File: config.mk
export PLATFORM = sky130hd
export DESIGN_NAME = step_sequencer_panel_controller_top
export DESIGN_NICKNAME = d
export VERILOG_FILES = /design/src/rtl/sspc_pkg.sv /design/src/rtl/step_sequencer_panel_controller_top.sv /design/src/rtl/sspc_pot.sv /design/src/rtl/sspc_panel.sv /design/src/rtl/sspc_bus.sv
export VERILOG_INCLUDE_DIRS = /design/src /design/src/rtl
export SDC_FILE = /design/constraint.sdc
export NUM_CORES = 1
export LEC_CHECK = 0
export BUFFER_PORTS_ARGS = -buffer_cell sky130_fd_sc_hd__buf_2
export CAP_MARGIN = 20
export CORE_MARGIN = 2
export CORE_UTILIZATION = 40
export CTS_BUF_LIST = sky130_fd_sc_hd__clkbuf_4
export DETAILED_ROUTE_END_ITERATION = 7
export GPL_TIMING_DRIVEN = 0
export MAX_ROUTING_LAYER = met4
export SLEW_MARGIN = 20
export SYNTH_ARGS = -nofsm -noshare
export SYNTH_HDL_FRONTEND = slang
export SYNTH_SLANG_ARGS = --single-unit
File: constraint.sdc
create_clock -name clock -period 4.2 [get_ports clock]
set_input_delay 1.05 -clock clock [delete_from_list [all_inputs] [get_ports clock]]
set_output_delay 1.05 -clock clock [all_outputs]
set_load 0.02 [all_outputs]
File: src/rtl/assert_macros.svh
// ----------------------------------------------------------------------------
// Assertion macros
// Shared concurrent assertion forms for the panel controller RTL.
// ----------------------------------------------------------------------------
`ifndef ASSERT_MACROS_SVH
`define ASSERT_MACROS_SVH

// Assertion that is switched off while reset is high.
`define ASSERT_RST(lbl, clk, rst, prop, msg) \
   lbl: assert property (@(posedge clk) disable iff (rst) prop) else $error(msg);

// Assertion that is checked at every clock edge.
`define ASSERT_ALWAYS(lbl, clk, prop, msg) \
   lbl: assert property (@(posedge clk) prop) else $error(msg);

`endif

File: src/rtl/sspc_pkg.sv
// ----------------------------------------------------------------------------
// sspc_pkg
// Types and constants shared by the step sequencer panel controller.
// ----------------------------------------------------------------------------
package sspc_pkg;

   localparam int TRACKS_DEFAULT         = 8;
   localparam int AVERAGE_LENGTH_DEFAULT = 8;

   typedef enum logic [2:0] {
      CMD_SWITCH     = 3'd0,
      CMD_EXPIRY     = 3'd1,
      CMD_ENCODER    = 3'd2,
      CMD_POT        = 3'd3,
      CMD_READ_START = 3'd4,
      CMD_READ_NEXT  = 3'd5,
      CMD_WRITE      = 3'd6
   } cmd_code_type;

   // Quadrature history codes after a valid transition.
   localparam logic [3:0] ENC_UP_A   = 4'b0001;
   localparam logic [3:0] ENC_UP_B   = 4'b1110;
   localparam logic [3:0] ENC_DOWN_A = 4'b0010;
   localparam logic [3:0] ENC_DOWN_B = 4'b1101;

   // Change flag bit positions.
   localparam int FLAG_TRACK = 1;
   localparam int FLAG_PLAY  = 2;
   localparam int FLAG_LOWER = 3;
   localparam int FLAG_UPPER = 4;
   localparam int FLAG_POT0  = 5;
   localparam int FLAG_POT1  = 6;

   // Snapshot byte positions.
   localparam int SNAP_FLAGS   = 0;
   localparam int SNAP_TRACK   = 1;
   localparam int SNAP_PLAYING = 2;
   localparam int SNAP_LOWER   = 3;
   localparam int SNAP_UPPER   = 4;
   localparam int SNAP_POT0    = 5;
   localparam int SNAP_POT1    = 6;
   localparam int SNAP_BYTES   = 7;

   // One strobe per command, already gated by the transfer and the halt.
   typedef struct packed {
      logic sw_change;
      logic expiry;
      logic encoder;
      logic pot;
      logic read_start;
      logic read_next;
      logic write;
   } cmd_strobe_type;

   typedef struct packed {
      logic [2:0]  track;
      logic        upper_side;
      logic        stopped;
      logic [15:0] row;        // upper pattern in [15:8], lower in [7:0]
   } panel_status_type;

   typedef struct packed {
      logic track_moved;
      logic play_toggled;
      logic lower_changed;
      logic upper_changed;
   } panel_flags_type;

endpackage

File: src/rtl/step_sequencer_panel_controller_top.sv
// ----------------------------------------------------------------------------
// step_sequencer_panel_controller_top
// Front-panel controller for a step sequencer, read out by a bus master.
// ----------------------------------------------------------------------------
//   Channel | Direction | Handshake           | Payload
//   req_    | in        | req_valid/req_stall | command and panel samples
//   rsp_    | out       | rsp_valid/rsp_stall | read byte, LEDs, bus error
//
// Each command passes through the input register and one state update, so
// one transfer per clock is sustained while the result is not stalled; the input
// register and the result register let an item be taken while a result waits.
// Reset is synchronous and clears all panel, averaging and snapshot state.
// While a result is stalled the input register holds one more item and then
// stalls; the LED outputs show the state left by the item being delivered.
// ----------------------------------------------------------------------------
`include "assert_macros.svh"

module step_sequencer_panel_controller_top #(
   parameter int TRACKS         = sspc_pkg::TRACKS_DEFAULT,
   parameter int AVERAGE_LENGTH = sspc_pkg::AVERAGE_LENGTH_DEFAULT
) (
   input  logic       clock,
   input  logic       reset,
   input  logic       req_valid,
   output logic       req_stall,
   input  logic [2:0] req_command,
   input  logic [7:0] req_step_switches,
   input  logic       req_side_switch,
   input  logic       req_play_switch,
   input  logic [1:0] req_encoder_ab,
   input  logic [1:0] req_encoder_ab_again,
   input  logic [7:0] req_pot_raw,
   input  logic [7:0] req_bus_byte,
   output logic       rsp_valid,
   input  logic       rsp_stall,
   output logic [7:0] rsp_read_data,
   output logic [7:0] rsp_step_leds,
   output logic       rsp_upper_side_led,
   output logic       rsp_stopped_led,
   output logic       rsp_bus_error
);
   import sspc_pkg::*;

   logic       s1_valid_ff;
   logic [2:0] s1_command_ff;
   logic [7:0] s1_steps_ff;
   logic       s1_side_ff;
   logic       s1_play_ff;
   logic [1:0] s1_enc_ff;
   logic [1:0] s1_enc_again_ff;
   logic [7:0] s1_pot_ff;
   logic [7:0] s1_byte_ff;
   logic       rsp_valid_ff;
   logic [7:0] rsp_data_ff;

   logic             advance;
   logic             execute;
   logic             req_take;
   cmd_strobe_type   strobe;
   panel_status_type status;
   panel_flags_type  flags_set;
   logic [1:0][3:0]  pot_levels;
   logic [7:0]       bus_read_data;
   logic             halted;
   logic [7:0]       playing_note;
   logic [7:0]       rsp_data_in;
   logic [7:0]       marker;

   assign advance   = s1_valid_ff && (!rsp_valid_ff || !rsp_stall);
   assign execute   = advance && !halted;
   assign req_stall = s1_valid_ff && !advance;
   assign req_take  = req_valid && !req_stall;

   always_comb begin
      strobe = '0;
      if (execute) begin
         unique case (s1_command_ff)
            CMD_SWITCH:     strobe.sw_change  = 1'b1;
            CMD_EXPIRY:     strobe.expiry     = 1'b1;
            CMD_ENCODER:    strobe.encoder    = 1'b1;
            CMD_POT:        strobe.pot        = 1'b1;
            CMD_READ_START: strobe.read_start = 1'b1;
            CMD_READ_NEXT:  strobe.read_next  = 1'b1;
            CMD_WRITE:      strobe.write      = 1'b1;
            default:        strobe            = '0;
         endcase
      end
   end

   sspc_panel #(
      .TRACKS(TRACKS)
   ) u_panel (
      .clock            (clock),
      .reset            (reset),
      .strobe           (strobe),
      .step_switches    (s1_steps_ff),
      .side_switch      (s1_side_ff),
      .play_switch      (s1_play_ff),
      .encoder_ab       (s1_enc_ff),
      .encoder_ab_again (s1_enc_again_ff),
      .status           (status),
      .flags_set        (flags_set)
   );

   sspc_pot #(
      .AVERAGE_LENGTH(AVERAGE_LENGTH)
   ) u_pot (
      .clock      (clock),
      .reset      (reset),
      .strobe     (strobe),
      .pot_raw    (s1_pot_ff),
      .pot_levels (pot_levels)
   );

   sspc_bus u_bus (
      .clock        (clock),
      .reset        (reset),
      .strobe       (strobe),
      .status       (status),
      .flags_set    (flags_set),
      .pot_levels   (pot_levels),
      .bus_byte     (s1_byte_ff),
      .read_data    (bus_read_data),
      .halted       (halted),
      .playing_note (playing_note)
   );

   assign rsp_data_in = execute ? bus_read_data : 8'd0;

   always_ff @(posedge clock) begin
      if (reset) begin
         s1_valid_ff  <= 1'b0;
         rsp_valid_ff <= 1'b0;
      end else begin
         if (req_take) begin
            s1_valid_ff <= 1'b1;
         end else if (advance) begin
            s1_valid_ff <= 1'b0;
         end
         if (advance) begin
            rsp_valid_ff <= 1'b1;
         end else if (!rsp_stall) begin
            rsp_valid_ff <= 1'b0;
         end
      end
      if (req_take) begin
         s1_command_ff   <= req_command;
         s1_steps_ff     <= req_step_switches;
         s1_side_ff      <= req_side_switch;
         s1_play_ff      <= req_play_switch;
         s1_enc_ff       <= req_encoder_ab;
         s1_enc_again_ff <= req_encoder_ab_again;
         s1_pot_ff       <= req_pot_raw;
         s1_byte_ff      <= req_bus_byte;
      end
      if (advance) begin
         rsp_data_ff <= rsp_data_in;
      end
   end

   // The playing note lights one step on the side it belongs to while running.
   always_comb begin
      marker = 8'd0;
      if (!status.stopped) begin
         if ((!status.upper_side && playing_note[7:3] == 5'd0)
             || (status.upper_side && playing_note[7:3] == 5'd1)) begin
            marker = 8'd1 << playing_note[2:0];
         end
      end
   end

   assign rsp_valid          = rsp_valid_ff;
   assign rsp_read_data      = rsp_data_ff;
   assign rsp_step_leds      = (status.upper_side ? status.row[15:8] : status.row[7:0])
                               | marker;
   assign rsp_upper_side_led = status.upper_side;
   assign rsp_stopped_led    = status.stopped;
   assign rsp_bus_error      = halted;

   `ASSERT_RST(a_halt_sticky, clock, reset,
      rsp_bus_error |=> rsp_bus_error,
      "bus error cleared without reset")
   `ASSERT_RST(a_data_only_on_read, clock, reset,
      (rsp_data_in != 8'd0) |-> (strobe.read_start || strobe.read_next),
      "nonzero read byte from a command that is not a read")
   `ASSERT_RST(a_result_from_item, clock, reset,
      $rose(rsp_valid_ff) |-> $past(advance),
      "result appeared without an item leaving the input register")
   `ASSERT_RST(a_halt_blocks, clock, reset,
      halted |-> (strobe == '0),
      "command executed while halted")

endmodule

File: src/rtl/sspc_pot.sv
// ----------------------------------------------------------------------------
// sspc_pot
// Two-channel potentiometer block averager with alternating channels.
// ----------------------------------------------------------------------------
`include "assert_macros.svh"

module sspc_pot #(
   parameter int AVERAGE_LENGTH = 8
) (
   input  logic                     clock,
   input  logic                     reset,
   input  sspc_pkg::cmd_strobe_type strobe,
   input  logic [7:0]               pot_raw,
   output logic [1:0][3:0]          pot_levels
);
   import sspc_pkg::*;

   localparam int SUM_W       = $clog2(15 * AVERAGE_LENGTH + 1);
   localparam int CNT_W       = $clog2(AVERAGE_LENGTH + 1);
   localparam int RECIP_SHIFT = 16;
   localparam logic [16:0] RECIP =
      17'((2 ** RECIP_SHIFT + AVERAGE_LENGTH - 1) / AVERAGE_LENGTH);
   localparam int PROD_W = SUM_W + 17;

   logic [SUM_W-1:0] sum_ff [2];
   logic [CNT_W-1:0] count_ff [2];
   logic [3:0]       level_ff [2];
   logic             channel_ff;

   logic [SUM_W-1:0]  sum_in;
   logic [CNT_W-1:0]  count_in;
   logic              block_done;
   logic [PROD_W-1:0] product;
   logic [3:0]        level_in;

   always_comb begin
      sum_in     = sum_ff[channel_ff] + SUM_W'(pot_raw[7:4]);
      count_in   = count_ff[channel_ff] + CNT_W'(1);
      block_done = count_in >= CNT_W'(AVERAGE_LENGTH);
      // Division by the block length as a reciprocal multiply, exact for these sums.
      product    = PROD_W'(sum_in) * PROD_W'(RECIP);
      level_in   = product[RECIP_SHIFT +: 4];
   end

   always_ff @(posedge clock) begin
      if (reset) begin
         for (int i = 0; i < 2; i++) begin
            sum_ff[i]   <= '0;
            count_ff[i] <= '0;
            level_ff[i] <= '0;
         end
         channel_ff <= 1'b0;
      end else if (strobe.pot) begin
         if (block_done) begin
            level_ff[channel_ff] <= level_in;
            sum_ff[channel_ff]   <= '0;
            count_ff[channel_ff] <= '0;
         end else begin
            sum_ff[channel_ff]   <= sum_in;
            count_ff[channel_ff] <= count_in;
         end
         channel_ff <= ~channel_ff;
      end
   end

   assign pot_levels[0] = level_ff[0];
   assign pot_levels[1] = level_ff[1];

   `ASSERT_RST(a_count_range, clock, reset,
      (count_ff[0] < CNT_W'(AVERAGE_LENGTH)) && (count_ff[1] < CNT_W'(AVERAGE_LENGTH)),
      "pot sample count reached the block length")

endmodule

File: src/rtl/sspc_panel.sv
// ----------------------------------------------------------------------------
// sspc_panel
// Switch debounce, step patterns, side and play state, encoder track select.
// ----------------------------------------------------------------------------
module sspc_panel #(
   parameter int TRACKS = 8
) (
   input  logic                       clock,
   input  logic                       reset,
   input  sspc_pkg::cmd_strobe_type   strobe,
   input  logic [7:0]                 step_switches,
   input  logic                       side_switch,
   input  logic                       play_switch,
   input  logic [1:0]                 encoder_ab,
   input  logic [1:0]                 encoder_ab_again,
   output sspc_pkg::panel_status_type status,
   output sspc_pkg::panel_flags_type  flags_set
);
   import sspc_pkg::*;

   localparam int IDX_W = (TRACKS > 1) ? $clog2(TRACKS) : 1;
   localparam logic [2:0] TRACK_MAX = 3'(TRACKS - 1);

   logic [15:0] rows_ff [TRACKS];
   logic        upper_ff;
   logic        stopped_ff;
   logic [2:0]  track_ff;
   logic [3:0]  history_ff;
   logic [7:0]  cap_steps_ff;
   logic        cap_side_ff;
   logic        cap_play_ff;
   logic        pending_ff;

   logic [IDX_W-1:0] idx;
   logic [15:0]      row;
   logic             do_expiry;
   logic             upper_in;
   logic             stopped_in;
   logic [15:0]      row_in;
   logic [7:0]       half_old;
   logic             steps_hit;
   logic             samples_agree;
   logic [3:0]       history_in;
   logic [2:0]       track_in;

   assign idx = track_ff[IDX_W-1:0];
   assign row = rows_ff[idx];

   always_comb begin
      do_expiry = strobe.expiry && pending_ff;

      // The side toggles first; the pattern toggle lands on the new side.
      upper_in = upper_ff;
      if (cap_side_ff == side_switch) begin
         upper_in = upper_ff ^ cap_side_ff;
      end
      half_old  = upper_in ? row[15:8] : row[7:0];
      steps_hit = cap_steps_ff == step_switches;
      row_in    = row;
      if (steps_hit) begin
         if (upper_in) begin
            row_in[15:8] = half_old ^ cap_steps_ff;
         end else begin
            row_in[7:0] = half_old ^ cap_steps_ff;
         end
      end
      stopped_in = stopped_ff;
      if (cap_play_ff == play_switch) begin
         stopped_in = stopped_ff ^ cap_play_ff;
      end

      samples_agree = encoder_ab == encoder_ab_again;
      history_in    = {history_ff[1:0], encoder_ab};
      track_in      = track_ff;
      if (samples_agree) begin
         if (history_in == ENC_UP_A || history_in == ENC_UP_B) begin
            if (track_ff < TRACK_MAX) begin
               track_in = track_ff + 3'd1;
            end
         end else if (history_in == ENC_DOWN_A || history_in == ENC_DOWN_B) begin
            if (track_ff != 3'd0) begin
               track_in = track_ff - 3'd1;
            end
         end
      end

      flags_set.track_moved   = strobe.encoder && (track_in != track_ff);
      flags_set.play_toggled  = do_expiry && (stopped_in != stopped_ff);
      flags_set.lower_changed = do_expiry && steps_hit && !upper_in
                                && (cap_steps_ff != 8'd0);
      flags_set.upper_changed = do_expiry && steps_hit && upper_in
                                && (cap_steps_ff != 8'd0);
   end

   always_ff @(posedge clock) begin
      if (reset) begin
         for (int i = 0; i < TRACKS; i++) begin
            rows_ff[i] <= '0;
         end
         upper_ff     <= 1'b0;
         stopped_ff   <= 1'b0;
         track_ff     <= '0;
         history_ff   <= '0;
         cap_steps_ff <= '0;
         cap_side_ff  <= 1'b0;
         cap_play_ff  <= 1'b0;
         pending_ff   <= 1'b0;
      end else begin
         if (strobe.sw_change && !pending_ff) begin
            cap_steps_ff <= step_switches;
            cap_side_ff  <= side_switch;
            cap_play_ff  <= play_switch;
            pending_ff   <= 1'b1;
         end
         if (do_expiry) begin
            upper_ff     <= upper_in;
            stopped_ff   <= stopped_in;
            rows_ff[idx] <= row_in;
            pending_ff   <= 1'b0;
         end
         if (strobe.encoder) begin
            track_ff <= track_in;
            if (samples_agree) begin
               history_ff <= history_in;
            end
         end
      end
   end

   assign status.track      = track_ff;
   assign status.upper_side = upper_ff;
   assign status.stopped    = stopped_ff;
   assign status.row        = row;

endmodule

File: src/rtl/sspc_bus.sv
// ----------------------------------------------------------------------------
// sspc_bus
// Change flags, read snapshot, read pointer, halt and playing note register.
// ----------------------------------------------------------------------------
module sspc_bus (
   input  logic                       clock,
   input  logic                       reset,
   input  sspc_pkg::cmd_strobe_type   strobe,
   input  sspc_pkg::panel_status_type status,
   input  sspc_pkg::panel_flags_type  flags_set,
   input  logic [1:0][3:0]            pot_levels,
   input  logic [7:0]                 bus_byte,
   output logic [7:0]                 read_data,
   output logic                       halted,
   output logic [7:0]                 playing_note
);
   import sspc_pkg::*;

   logic [7:0] flags_ff;
   logic [3:0] reported_ff [2];
   logic [7:0] snap_ff [SNAP_BYTES];
   logic [2:0] pos_ff;
   logic       halted_ff;
   logic [7:0] note_ff;

   logic [7:0] flags_now;
   logic [7:0] flags_in;
   logic [7:0] snap_flags;
   logic       past_end;

   always_comb begin
      flags_now = flags_ff;
      flags_now[FLAG_TRACK] = flags_ff[FLAG_TRACK] | flags_set.track_moved;
      flags_now[FLAG_PLAY]  = flags_ff[FLAG_PLAY]  | flags_set.play_toggled;
      flags_now[FLAG_LOWER] = flags_ff[FLAG_LOWER] | flags_set.lower_changed;
      flags_now[FLAG_UPPER] = flags_ff[FLAG_UPPER] | flags_set.upper_changed;

      snap_flags = flags_ff;
      snap_flags[FLAG_POT0] = flags_ff[FLAG_POT0] | (pot_levels[0] != reported_ff[0]);
      snap_flags[FLAG_POT1] = flags_ff[FLAG_POT1] | (pot_levels[1] != reported_ff[1]);

      flags_in = strobe.read_start ? 8'd0 : flags_now;
      past_end = pos_ff >= 3'(SNAP_BYTES);

      read_data = 8'd0;
      if (strobe.read_start) begin
         read_data = snap_flags;
      end else if (strobe.read_next && !past_end) begin
         read_data = snap_ff[pos_ff];
      end
   end

   always_ff @(posedge clock) begin
      if (reset) begin
         flags_ff       <= '0;
         reported_ff[0] <= '0;
         reported_ff[1] <= '0;
         for (int i = 0; i < SNAP_BYTES; i++) begin
            snap_ff[i] <= '0;
         end
         pos_ff    <= '0;
         halted_ff <= 1'b0;
         note_ff   <= '0;
      end else begin
         flags_ff <= flags_in;
         if (strobe.read_start) begin
            reported_ff[0]       <= pot_levels[0];
            reported_ff[1]       <= pot_levels[1];
            snap_ff[SNAP_FLAGS]   <= snap_flags;
            snap_ff[SNAP_TRACK]   <= {5'd0, status.track};
            snap_ff[SNAP_PLAYING] <= {7'd0, !status.stopped};
            snap_ff[SNAP_LOWER]   <= status.row[7:0];
            snap_ff[SNAP_UPPER]   <= status.row[15:8];
            snap_ff[SNAP_POT0]    <= {4'd0, pot_levels[0]};
            snap_ff[SNAP_POT1]    <= {4'd0, pot_levels[1]};
            pos_ff                <= 3'd1;
         end
         if (strobe.read_next) begin
            if (past_end) begin
               halted_ff <= 1'b1;
            end else begin
               pos_ff <= pos_ff + 3'd1;
            end
         end
         if (strobe.write) begin
            note_ff <= bus_byte;
         end
      end
   end

   assign halted       = halted_ff;
   assign playing_note = note_ff;

endmodule

==> flow_metrics.py, run 1 <==
metrics = {
    "status": {
        "status": "finished clean",
    },
    "setup_path": {
        "crit_arrival_ps": 3010,
        "rrSetupSlack_ps": 810,
        "cp-end-kind": "primary output",
        "startpoint_type": "register",
        "rr_endpoint": "u_panel.rows_ff[5][1]",
        "criticalPathCategory": "register to primary output",
        "cp-endpoint": "rsp_step_leds[5]",
        "r2r_start": "s1_command_ff[1]",
        "r2r_cells": 4,
        "crit_required_ps": 3150,
        "worstPathMaxFanout": 10,
    },
    "power_and_ir_drop": {
        "p_int_mw": 4.421,
        "combinationalPowerShare_pct": 4.7,
        "ir_worst_vdd_uv": 207.5,
        "power_mw": 5.723,
        "p_switching_mw": 1.302,
        "p_seq_share_pct": 53.6,
        "switching_share_pct": 22.75,
        "cellLeakagePower_nw": 5.145,
        "pwr-share-clk_pct": 41.7,
        "power_density_nw_per_um2": 411.1,
    },
    "drt": {
        "drtIter0Drc": 571,
        "ant_nets": 0,
        "first_pass_iters": 5,
        "viasPerCell": 5.170,
        "vias": 7667,
        "wirelength_mm": 28.39,
        "wire_per_inst_microns": 19.14,
        "drc_errors": 0,
    },
    "timing": {
        "finalSetupViolations": 0,
        "timing.slew.headroom_pct": 33.31,
        "fin_crit_ps": 4060,
        "final_hold_viol_count": 0,
        "hold_slack_ps": 479.8,
        "drv_slew": 0,
        "grt_setup_unrepaired": "no",
        "worst_slew_pin_slew_ps": 1000,
        "finalClockSkew_ps": 60.11,
        "fmax_ghz": 0.2463,
        "finalCritPeriodShare_pct": 96.66,
    },
    "cts": {
        "cts_buffer_depth": 3,
        "cts_sinks": 274,
        "cts_root_buffer": "clkbuf_4",
        "cts.htree.levels": 3,
        "cts.clk_slew.worst_paths_ps": 60,
        "clk_latency_ps": 690,
        "cts_tree": "built",
        "cts_buffers": 74,
    },
    "cells_and_area": {
        "utilization_pct": 46.85,
        "syn_to_final_growth_pct": 15.26,
        "design_area_sq_um": 13920,
        "drive_gt1_share_pct": 24.63,
        "top_register": "u_panel.rows_ff",
        "largest_reg_flops": 128,
        "fillerInstances": 2704,
        "reg_top3": "u_panel.rows_ff (128), u_bus.snap_ff (30), u_pot.sum_ff (14)",
        "num-nets-final": 1085,
    },
    "worst_hold_path": {
        "min-delay-start": "s1_byte_ff[5]",
        "min_path_cells": 2,
        "hold_class": "register to register",
    },
    "logic_synthesis": {
        "yosys.cell_types.count": 56,
        "ys_top_cells_by_count": "229 x edfxtp_1, 226 x nor2_1, 54 x mux2i_1, 45 x dfxtp_1",
        "syn_area_per_cell_sq_um": 13.35,
        "async_reset_ff_share_pct": 0,
        "synthesis.area_sq_um": 12080,
        "synth_cells": 905,
        "synth_seq_cells": 274,
        "yosysSeqAreaShare_pct": 64.38,
        "synth_top_cell_area_share_pct": 56.92,
        "yosys.cell_count.top_type": "edfxtp_1",
        "synth_area_leaders": "edfxtp_1 57%, dfxtp_1 7.5%, nor2_1 7.0%",
        "yosys_warnings": 0,
        "synth-edff-count": 229,
        "synth_top_area_cell": "edfxtp_1",
        "synth_ff_type": "edfxtp_1",
    },
    "grt": {
        "grt_pass1_wl_mm": 43.86,
        "grt_usage_pct": 19.14,
        "antenna_found_initial": 1,
        "globalRouteOverflowTotal": 0,
        "grt_max_degree": 26,
        "grt_pass1_vias": 7603,
    },
    "floorplan": {
        "initial_utilization_pct": 40.65,
        "die_area_sq_um": 31610,
        "die_width_microns": 177.8,
        "pin_count": 58,
        "dieHeight_microns": 177.8,
        "core_area_sq_um": 29720,
        "rows": 63,
    },
    "placed_design": {
        "io_buffers": 53,
        "place_hpwl_mm": 19.66,
        "postPlaceCellArea_sq_um": 12900,
        "place.gp.congestion": 0.8515,
    },
    "flow_run": {
        "cap_viol_max_count": 0,
    },
}
## routing by layer
metal | GRT usage, % | wire [microns]
met2 | 28.75 | 13350
met3 | 3.792 | 1715
met5 | - | 0
met1 | 25.66 | 12590
met4 | 7.514 | 737
## kinds of logic after synthesis
| kind of cell | Yosys count | share of synthesized area, % |
|---|---|---|
| muxes | 96 | 11.37 |
| adders and majority gates | 12 | 1.305 |
| buffers and inverters | 57 | 1.875 |
| xor gates and xnor gates | 46 | 3.894 |
| DFF | 274 | 64.38 |
| and+or+nand+nor | 350 | 13.21 |
| other | 1 | 0.03104 |
| AOI/OAI and AO/OA | 69 | 3.936 |
## power by group through the flow
stage	combinational (mW)	clock, mW	sequential [mW]
6_report	0.270	2.38	3.07
5_1_grt	0.293	2.58	3.08
4_1_cts	0.271	2.46	3.07
3_5_place_dp	0.267	0	3.13
3_3_place_gp	0.257	0	3.13
2_1_floorplan	0.167	0	3.12
## how the worst min path moves through the flow
stage	endpoint
floorplan	rsp_valid
global placement	rsp_valid
detailed placement	u_bus.playing_note[5]
CTS	s1_side_ff
global route	s1_steps_ff[4]
finish	u_bus.playing_note[5]
## timing repair
item                                   in CTS  in global routing
hold buffers                                0                  0
buffers inserted                            0                  0
endpoints found under the hold margin       0                  0
setup endpoints to repair                   8                  8
resized for setup                          12                  6
## area by class of cell
class | instances | area, sq um | share of cell area, %
sequential | 274 | 7777 | 55.86
multi-input combinational | 575 | 4135 | 29.70
clock buffer | 120 | 900.9 | 6.470
tap | 390 | 488.0 | 3.505
timing repair buffer | 55 | 320.3 | 2.300
buffer | 41 | 177.7 | 1.276
clock inverter | 12 | 65.06 | 0.4673
inverter | 15 | 56.30 | 0.4044
antenna | 1 | 2.502 | 0.01797
## metrics by stage
step / setup slack, ps / setup TNS [ps] / cells
floorplan: 847.4 / 0 / 906
global placement: -158.0 / -6039 / 1349
detailed placement: 183.0 / 0 / 1351
CTS: 8.669 / 0 / 1483
global route: 33.40 / 0 / 1483
finish: 140.4 / 0 / 1483
## critical path, cell delays in order (launching register included)
cell and delay, ps:
dfxtp_1 300, buf_2 190, clkbuf_4 320, mux4_2 560
mux2i_1 440, o221ai_1 320, buf_2 230
## cells in the final DEF, fill, tap and decap left out, types with 6 or more instances in the layout
cell type  Yosys  routed
edfxtp_1     229     229
nor2_1       226     226
clkbuf_4       0     122
buf_2         10      60
dfxtp_1       45      45
mux2i_1       54      42
mux4_2        32      32
clkbuf_1      32      28
nand2b_1      26      25
xor2_1        23      23
nand2_1       21      21
nand4_1       17      17
nand3_1       15      15
inv_1         15      15
a21oi_1       14      14
o21ai_0       14      14
xnor2_1       14      14
and2_1        13      13
mux2i_2        0      12
ha_1          11      11
mux2_2        10      10
xnor2_2        9       9
clkinv_1       0       6
Note: power is estimated with default switching activity, not from simulation.
==> run 2: changes to the inputs <==
--- a/config.mk
+++ b/config.mk
@@ -14,6 +14,7 @@
 export DETAILED_ROUTE_END_ITERATION = 7
 export GPL_TIMING_DRIVEN = 0
 export MAX_ROUTING_LAYER = met4
+export PLACE_DENSITY = 0.64
 export SLEW_MARGIN = 20
 export SYNTH_ARGS = -nofsm -noshare
 export SYNTH_HDL_FRONTEND = slang
==> run 2 against run 1 <==
Utilization shrank 0.13 points. Cell area shrank 0.29%. Critical path depth grew 1. Via count grew 0.51%. Total power shrank 0.37%. Combinational power shrank 2%. Clock skew shrank 12 ps. Die area is the same. Global-route usage shrank 0.25 points. Clock-buffer cell count shrank 12. Largest power group unchanged.
==> flow_metrics.py, run 2 (synthesis results as in run 1) <==
metrics = {
    "status": {
        "status": "finished clean",
    },
    "cells_and_area": {
        "largest_reg_flops": 128,
        "final_common_cell": "edfxtp_1",
        "num-nets-final": 1083,
        "mostFrequentLayoutCells": "229 x edfxtp_1, 226 x nor2_1, 109 x clkbuf_4, 60 x buf_2, 45 x dfxtp_1",
        "reg_top3": "u_panel.rows_ff (128), u_bus.snap_ff (30), u_pot.sum_ff (14)",
        "top_register": "u_panel.rows_ff",
        "syn_to_final_growth_pct": 14.92,
        "drive_gt1_share_pct": 23.78,
        "fillerInstances": 2661,
    },
    "timing": {
        "timing.slew.headroom_pct": 25.89,
        "final_hold_viol_count": 0,
        "drv_slew": 0,
        "finalCritPeriodShare_pct": 96.36,
        "fmax_ghz": 0.2471,
        "worst_slew_pin_slew_ps": 1112,
        "finalClockSkew_ps": 47.65,
        "grt_setup_unrepaired": "no",
        "finalSetupViolations": 0,
        "tns_ps": 0,
        "fin_crit_ps": 4047,
    },
    "cts": {
        "cts_tree": "built",
        "clk_latency_ps": 670,
        "cts_buffers": 73,
        "cts_buffer_depth": 3,
        "cts_sinks": 274,
        "cts.clk_slew.worst_paths_ps": 70,
        "cts_root_buffer": "clkbuf_4",
        "cts_setup_buffers": 0,
        "cts.htree.levels": 3,
    },
    "setup_path": {
        "startpoint_type": "register",
        "crit_arrival_ps": 3000,
        "worstPathMaxFanout": 10,
        "criticalPathCategory": "register to primary output",
        "cp-end-kind": "primary output",
        "crit_required_ps": 3150,
    },
    "drt": {
        "drc_errors": 0,
        "drtIter0Drc": 592,
        "wire_per_inst_microns": 19.05,
        "wirelength_mm": 28.12,
        "ant_nets": 0,
        "vias": 7706,
        "first_pass_iters": 6,
        "viasPerCell": 5.221,
    },
    "floorplan": {
        "dieHeight_microns": 177.8,
        "die_area_sq_um": 31610,
        "core_area_sq_um": 29720,
        "pin_count": 58,
        "rows": 63,
        "initial_utilization_pct": 40.65,
        "die_width_microns": 177.8,
    },
    "power_and_ir_drop": {
        "combinationalPowerShare_pct": 4.6,
        "p_seq_share_pct": 53.8,
        "switching_share_pct": 22.44,
        "cellLeakagePower_nw": 5.115,
        "power_density_nw_per_um2": 410.7,
        "power_mw": 5.702,
        "p_switching_mw": 1.279,
        "p_int_mw": 4.423,
        "pwr-share-clk_pct": 41.5,
        "ir_worst_vdd_uv": 279.7,
    },
    "flow_run": {
        "cap_viol_max_count": 0,
    },
    "placed_design": {
        "place.gp.congestion": 0.8485,
        "place_hpwl_mm": 19.30,
        "io_buffers": 53,
    },
    "grt": {
        "grt_pass1_wl_mm": 43.46,
        "grt_usage_pct": 18.89,
        "grt_pass1_vias": 7642,
        "use_met1_pct": 24.81,
        "met3_usage_pct": 3.685,
        "globalRouteOverflowTotal": 0,
        "met2_usage_pct": 29.22,
        "grt_max_degree": 30,
        "antenna_found_initial": 1,
        "top_usage_layer": "met2",
    },
    "worst_hold_path": {
        "hold_class": "register to register",
    },
}
run 2: per-layer routing:
layer	vias up	share of wire (%)
li1	3615	-
met1	3769	44
met2	265	48
met3	57	6.4
met4	0	2.3
met5	-	0
run 2: worst paths after layout:
check                                to  slack (ps)  cells past startpoint        startpoint
setup / recovery       rsp_step_leds[0]         150                      7          register
hold / removal    u_bus.playing_note[4]         480                      2     s1_byte_ff[4]
setup reg to reg  u_panel.rows_ff[5][2]         520                      4  s1_command_ff[1]
hold reg to reg   u_bus.playing_note[4]         480                      2     s1_byte_ff[4]
run 2: per-stage QoR:
step	instance area (sq um)	instances	setup WS, ps	hold slack (ps)	utilization, %
after detailed placement	12870	1350	-107.7	474.9	43.32
after global routing	13880	1476	8.227	478.3	46.72
after floorplan	12080	906	847.4	441.7	-
after CTS	13860	1476	23.06	465.7	46.65
after global placement	12840	1349	-84.54	450.9	43.20
final	13880	1476	152.7	477.0	46.72
run 2: power by group through the flow:
| stage | clock network [mW] | logic, mW | registers, mW |
|---|---|---|---|
| after floorplan | 0 | 0.167 | 3.12 |
| after global placement | 0 | 0.253 | 3.13 |
| after detailed placement | 0 | 0.261 | 3.13 |
| after CTS | 2.43 | 0.265 | 3.07 |
| after global routing | 2.57 | 0.287 | 3.08 |
| final | 2.37 | 0.264 | 3.07 |
run 2: final cells by class:
class / count / area [sq um] / share of cell area [%]
Clock inverter: 18 / 130.1 / 0.9373
Sequential cell: 274 / 7777 / 56.02
Multi-Input combinational cell: 575 / 4148 / 29.88
Buffer: 41 / 177.7 / 1.280
Antenna cell: 1 / 2.502 / 0.01802
Clock buffer: 108 / 810.8 / 5.840
Tap cell: 390 / 488.0 / 3.515
Inverter: 15 / 56.30 / 0.4056
Timing Repair Buffer: 54 / 292.8 / 2.109
run 2: worst max-delay path, stage by stage, from the launching register on:
cell and delay, ps:
dfxtp_1 300, buf_2 200, clkbuf_4 330, mux4_2 550, mux2i_2 360, nor2_1 100
a221o_1 310, buf_2 170
run 2: timing repair:
| item | in CTS | in global routing |
|---|---|---|
| resized for setup | 15 | 5 |
| hold buffers | 0 | 0 |
| endpoints found under the hold margin | 0 | 0 |
| setup endpoints to repair | 8 | 8 |
==> run 3: changes to the inputs <==
--- a/config.mk
+++ b/config.mk
@@ -6,15 +6,18 @@
 export SDC_FILE = /design/constraint.sdc
 export NUM_CORES = 1
 export LEC_CHECK = 0
+export ABC_AREA = 1
 export BUFFER_PORTS_ARGS = -buffer_cell sky130_fd_sc_hd__buf_2
 export CAP_MARGIN = 20
+export CELL_PAD_IN_SITES_DETAIL_PLACEMENT = 0
+export CELL_PAD_IN_SITES_GLOBAL_PLACEMENT = 2
 export CORE_MARGIN = 2
 export CORE_UTILIZATION = 40
 export CTS_BUF_LIST = sky130_fd_sc_hd__clkbuf_4
 export DETAILED_ROUTE_END_ITERATION = 7
 export GPL_TIMING_DRIVEN = 0
 export MAX_ROUTING_LAYER = met4
-export PLACE_DENSITY = 0.64
+export PLACE_DENSITY = 0.89
 export SLEW_MARGIN = 20
 export SYNTH_ARGS = -nofsm -noshare
 export SYNTH_HDL_FRONTEND = slang
==> run 3 against run 2 <==
Die area rose by 7.8%. Synthesized cell count rose by 55%. Wire length rose by 28%. Non-clock buffer count rose by 11. Area after synthesis rose by 8.0%. Utilization fell by 0.63 points. Flip-flop and latch count did not move. Via count rose by 31%. Highest routed layer unchanged.
==> flow_metrics.py, run 3 <==
metrics = {
    "cts": {
        "cts_setup_buffers": 0,
        "ctsHoldBuffers": 0,
        "cts_sinks": 274,
        "cts.htree.levels": 3,
        "cts.clk_slew.worst_paths_ps": 60,
        "clk_latency_ps": 700,
        "cts_resized": 0,
        "cts_tree": "built",
        "cts_buffers": 75,
        "cts_root_buffer": "clkbuf_4",
        "cts_buffer_depth": 3,
    },
    "logic_synthesis": {
        "yosys.cell_types.count": 43,
        "syn_area_per_cell_sq_um": 9.299,
        "yosys.cell_count.top_type": "nand2_1",
        "synth_cells": 1403,
        "synth-edff-count": 229,
        "synth_top_area_cell": "edfxtp_1",
        "synth_top_cell_area_share_pct": 52.71,
        "synth_ff_type": "edfxtp_1",
        "synthesis.area_sq_um": 13050,
        "async_reset_ff_share_pct": 0,
        "yosys_warnings": 0,
        "ys_top_cells_by_count": "287 x nand2_1, 234 x nor2_1, 229 x edfxtp_1, 175 x inv_1, 149 x nand3_1",
        "synth_seq_cells": 274,
        "synth_area_leaders": "edfxtp_1 53%, nand2_1 8.3%, dfxtp_1 6.9%",
        "yosysSeqAreaShare_pct": 59.61,
    },
    "floorplan": {
        "dieHeight_microns": 184.6,
        "pin_count": 58,
        "core_area_sq_um": 32290,
        "die_width_microns": 184.6,
        "die_area_sq_um": 34080,
        "rows": 66,
        "initial_utilization_pct": 40.41,
    },
    "setup_path": {
        "crit_family": "buffers and inverters",
        "rrSetupSlack_ps": 1520,
        "r2r_cells": 10,
        "worstPathMaxFanout": 10,
        "crit_arrival_ps": 2970,
        "startpoint_type": "register",
        "path_common_cell": "nand2_1",
        "rr_endpoint": "u_panel.rows_ff[3][5]",
        "crit_required_ps": 3150,
        "criticalPathCategory": "register to primary output",
        "path_cells": "clkbuf_1 -> xnor2_1 -> nand2_1 -> nor3_1 -> nand2_1 -> o211ai_1 -> buf_2",
        "cp-end-kind": "primary output",
        "slowest_delay_ps": 530,
        "crit_slowest_cell": "clkbuf_1",
        "r2r_start": "rsp_valid",
        "cp.buffers_inverters": 2,
    },
    "cells_and_area": {
        "drive_gt1_share_pct": 17.09,
        "top_register": "u_panel.rows_ff",
        "reg_top3": "u_panel.rows_ff (128), u_bus.snap_ff (30), u_pot.sum_ff (14)",
        "largest_reg_flops": 128,
        "num-nets-final": 1584,
        "final_common_cell": "nand2_1",
        "syn_to_final_growth_pct": 14.06,
        "design_area_sq_um": 14880,
        "mostFrequentLayoutCells": "286 x nand2_1, 234 x nor2_1, 229 x edfxtp_1, 175 x inv_1, 149 x nand3_1",
    },
    "power_and_ir_drop": {
        "power_mw": 5.807,
        "cellLeakagePower_nw": 6.059,
        "ir_worst_vdd_uv": 269.0,
        "power_density_nw_per_um2": 390.3,
    },
    "drt": {
        "vias": 10090,
        "wirelength_mm": 36.12,
        "first_pass_iters": 5,
        "viasPerCell": 4.951,
        "ant_nets": 0,
        "drc_errors": 0,
        "drtIter0Drc": 858,
        "wire_per_inst_microns": 17.72,
    },
    "timing": {
        "final_hold_viol_count": 0,
        "finalClockSkew_ps": 46.51,
        "worst_slew_pin_slew_ps": 1032,
        "grt_setup_unrepaired": "no",
        "tns_ps": 0,
        "finalCritPeriodShare_pct": 95.80,
        "finalSetupViolations": 0,
        "drv_slew": 0,
        "timing.slew.headroom_pct": 31.13,
        "fin_crit_ps": 4023,
        "fmax_ghz": 0.2485,
    },
    "grt": {
        "grt_pass1_vias": 9476,
        "grt_pass1_wl_mm": 54.12,
        "grt_max_degree": 30,
        "grt_usage_pct": 22.29,
        "globalRouteOverflowTotal": 0,
        "antenna_found_initial": 2,
    },
    "placed_design": {
        "io_buffers": 53,
        "postPlaceCellArea_sq_um": 13900,
        "place_hpwl_mm": 25.85,
        "place.gp.congestion": 0.8769,
    },
    "worst_hold_path": {
        "hold_class": "register to register",
        "min-delay-start": "u_panel.cap_side_ff",
        "min_path_cells": 2,
        "holdPathEnd": "u_panel.cap_side_ff",
    },
    "status": {
        "status": "finished clean",
    },
    "flow_run": {
        "cap_viol_max_count": 0,
    },
}
## run 3: cell count changes in the layout (fill, tap and decap cells not counted), moves of 13 or more
cell	change
a21oi_1	+32
and2_1	-13
buf_6	+13
inv_1	+160
mux2i_1	-37
mux4_2	-32
nand2_1	+265
nand2_2	+25
nand2b_1	-24
nand3_1	+134
o21ai_0	+25
## run 3: worst max path at each step
stage | cells past startpoint | end | start
final | 7 | rsp_step_leds[4] | u_panel.upper_ff
after floorplan | 10 | u_panel.rows_ff[5][0] | rsp_stall
after detailed placement | 5 | u_panel.rows_ff[1][4] | reset
after CTS | 7 | rsp_step_leds[1] | register
after global routing | 7 | rsp_step_leds[4] | u_panel.upper_ff
after global placement | 5 | u_panel.rows_ff[3][9] | reset
## run 3: cell type report
type,count,area (sq um)
Fill cell,3149,17410
Sequential cell,274,7777
Multi-Input combinational cell,892,4254
Clock buffer,116,870.8
Inverter,186,698.2
Tap cell,442,553.0
Buffer,52,322.8
Timing Repair Buffer,54,292.8
Clock inverter,18,101.3
Antenna cell,4,10.01
## run 3: worst reg2reg max path, cell delays in order, from the launching register on
cell and delay, ps:
dfxtp_1 330, nand2_2 80, nand3_2 120, nor2_4 130, inv_2 70, nor3_4 220, nand2_4 110, nor2_4 210
nand2_2 190, buf_6 200, nand2_1 620
## run 3: power breakdown
group / switching [mW] / internal, mW / total [mW]
clock network: 1.11 / 1.31 / 2.42
registers: 0.0367 / 3.03 / 3.07
logic: 0.225 / 0.0880 / 0.313
## run 3: layer usage
| layer | vias up | part of all wire [%] | track usage, % |
|---|---|---|---|
| met3 | 77 | 7.6 | 4.663 |
| li1 | 4905 | - | - |
| met1 | 4734 | 45 | 29.93 |
| met2 | 374 | 45 | 33.28 |
| met4 | 0 | 3.0 | 8.352 |
| met5 | - | 0 | - |
## run 3: cells by family (layout without fill, tap and decap cells)
logic type | count (synthesis) | count (layout) | share of synthesized area, %
buf+inv | 238 | 426 | 7.826
compound gates | 112 | 112 | 4.786
flops | 274 | 274 | 59.61
fa+ha+maj | 12 | 12 | 1.208
mux | 9 | 9 | 0.7384
simple gates | 733 | 733 | 24.19
xor+xnor | 24 | 24 | 1.611
other cells | 1 | 6 | 0.02874
## run 3: metrics by stage
step	hold WS (ps)	worst slack (ps)	cells	utilization [%]
after floorplan	424.1	1381	1404	-
after global placement	433.6	334.9	1899	42.95
after detailed placement	443.5	226.8	1900	43.04
after CTS	452.6	243.2	2034	46.06
after global routing	453.2	42.58	2038	46.09
final	451.9	176.6	2038	46.09
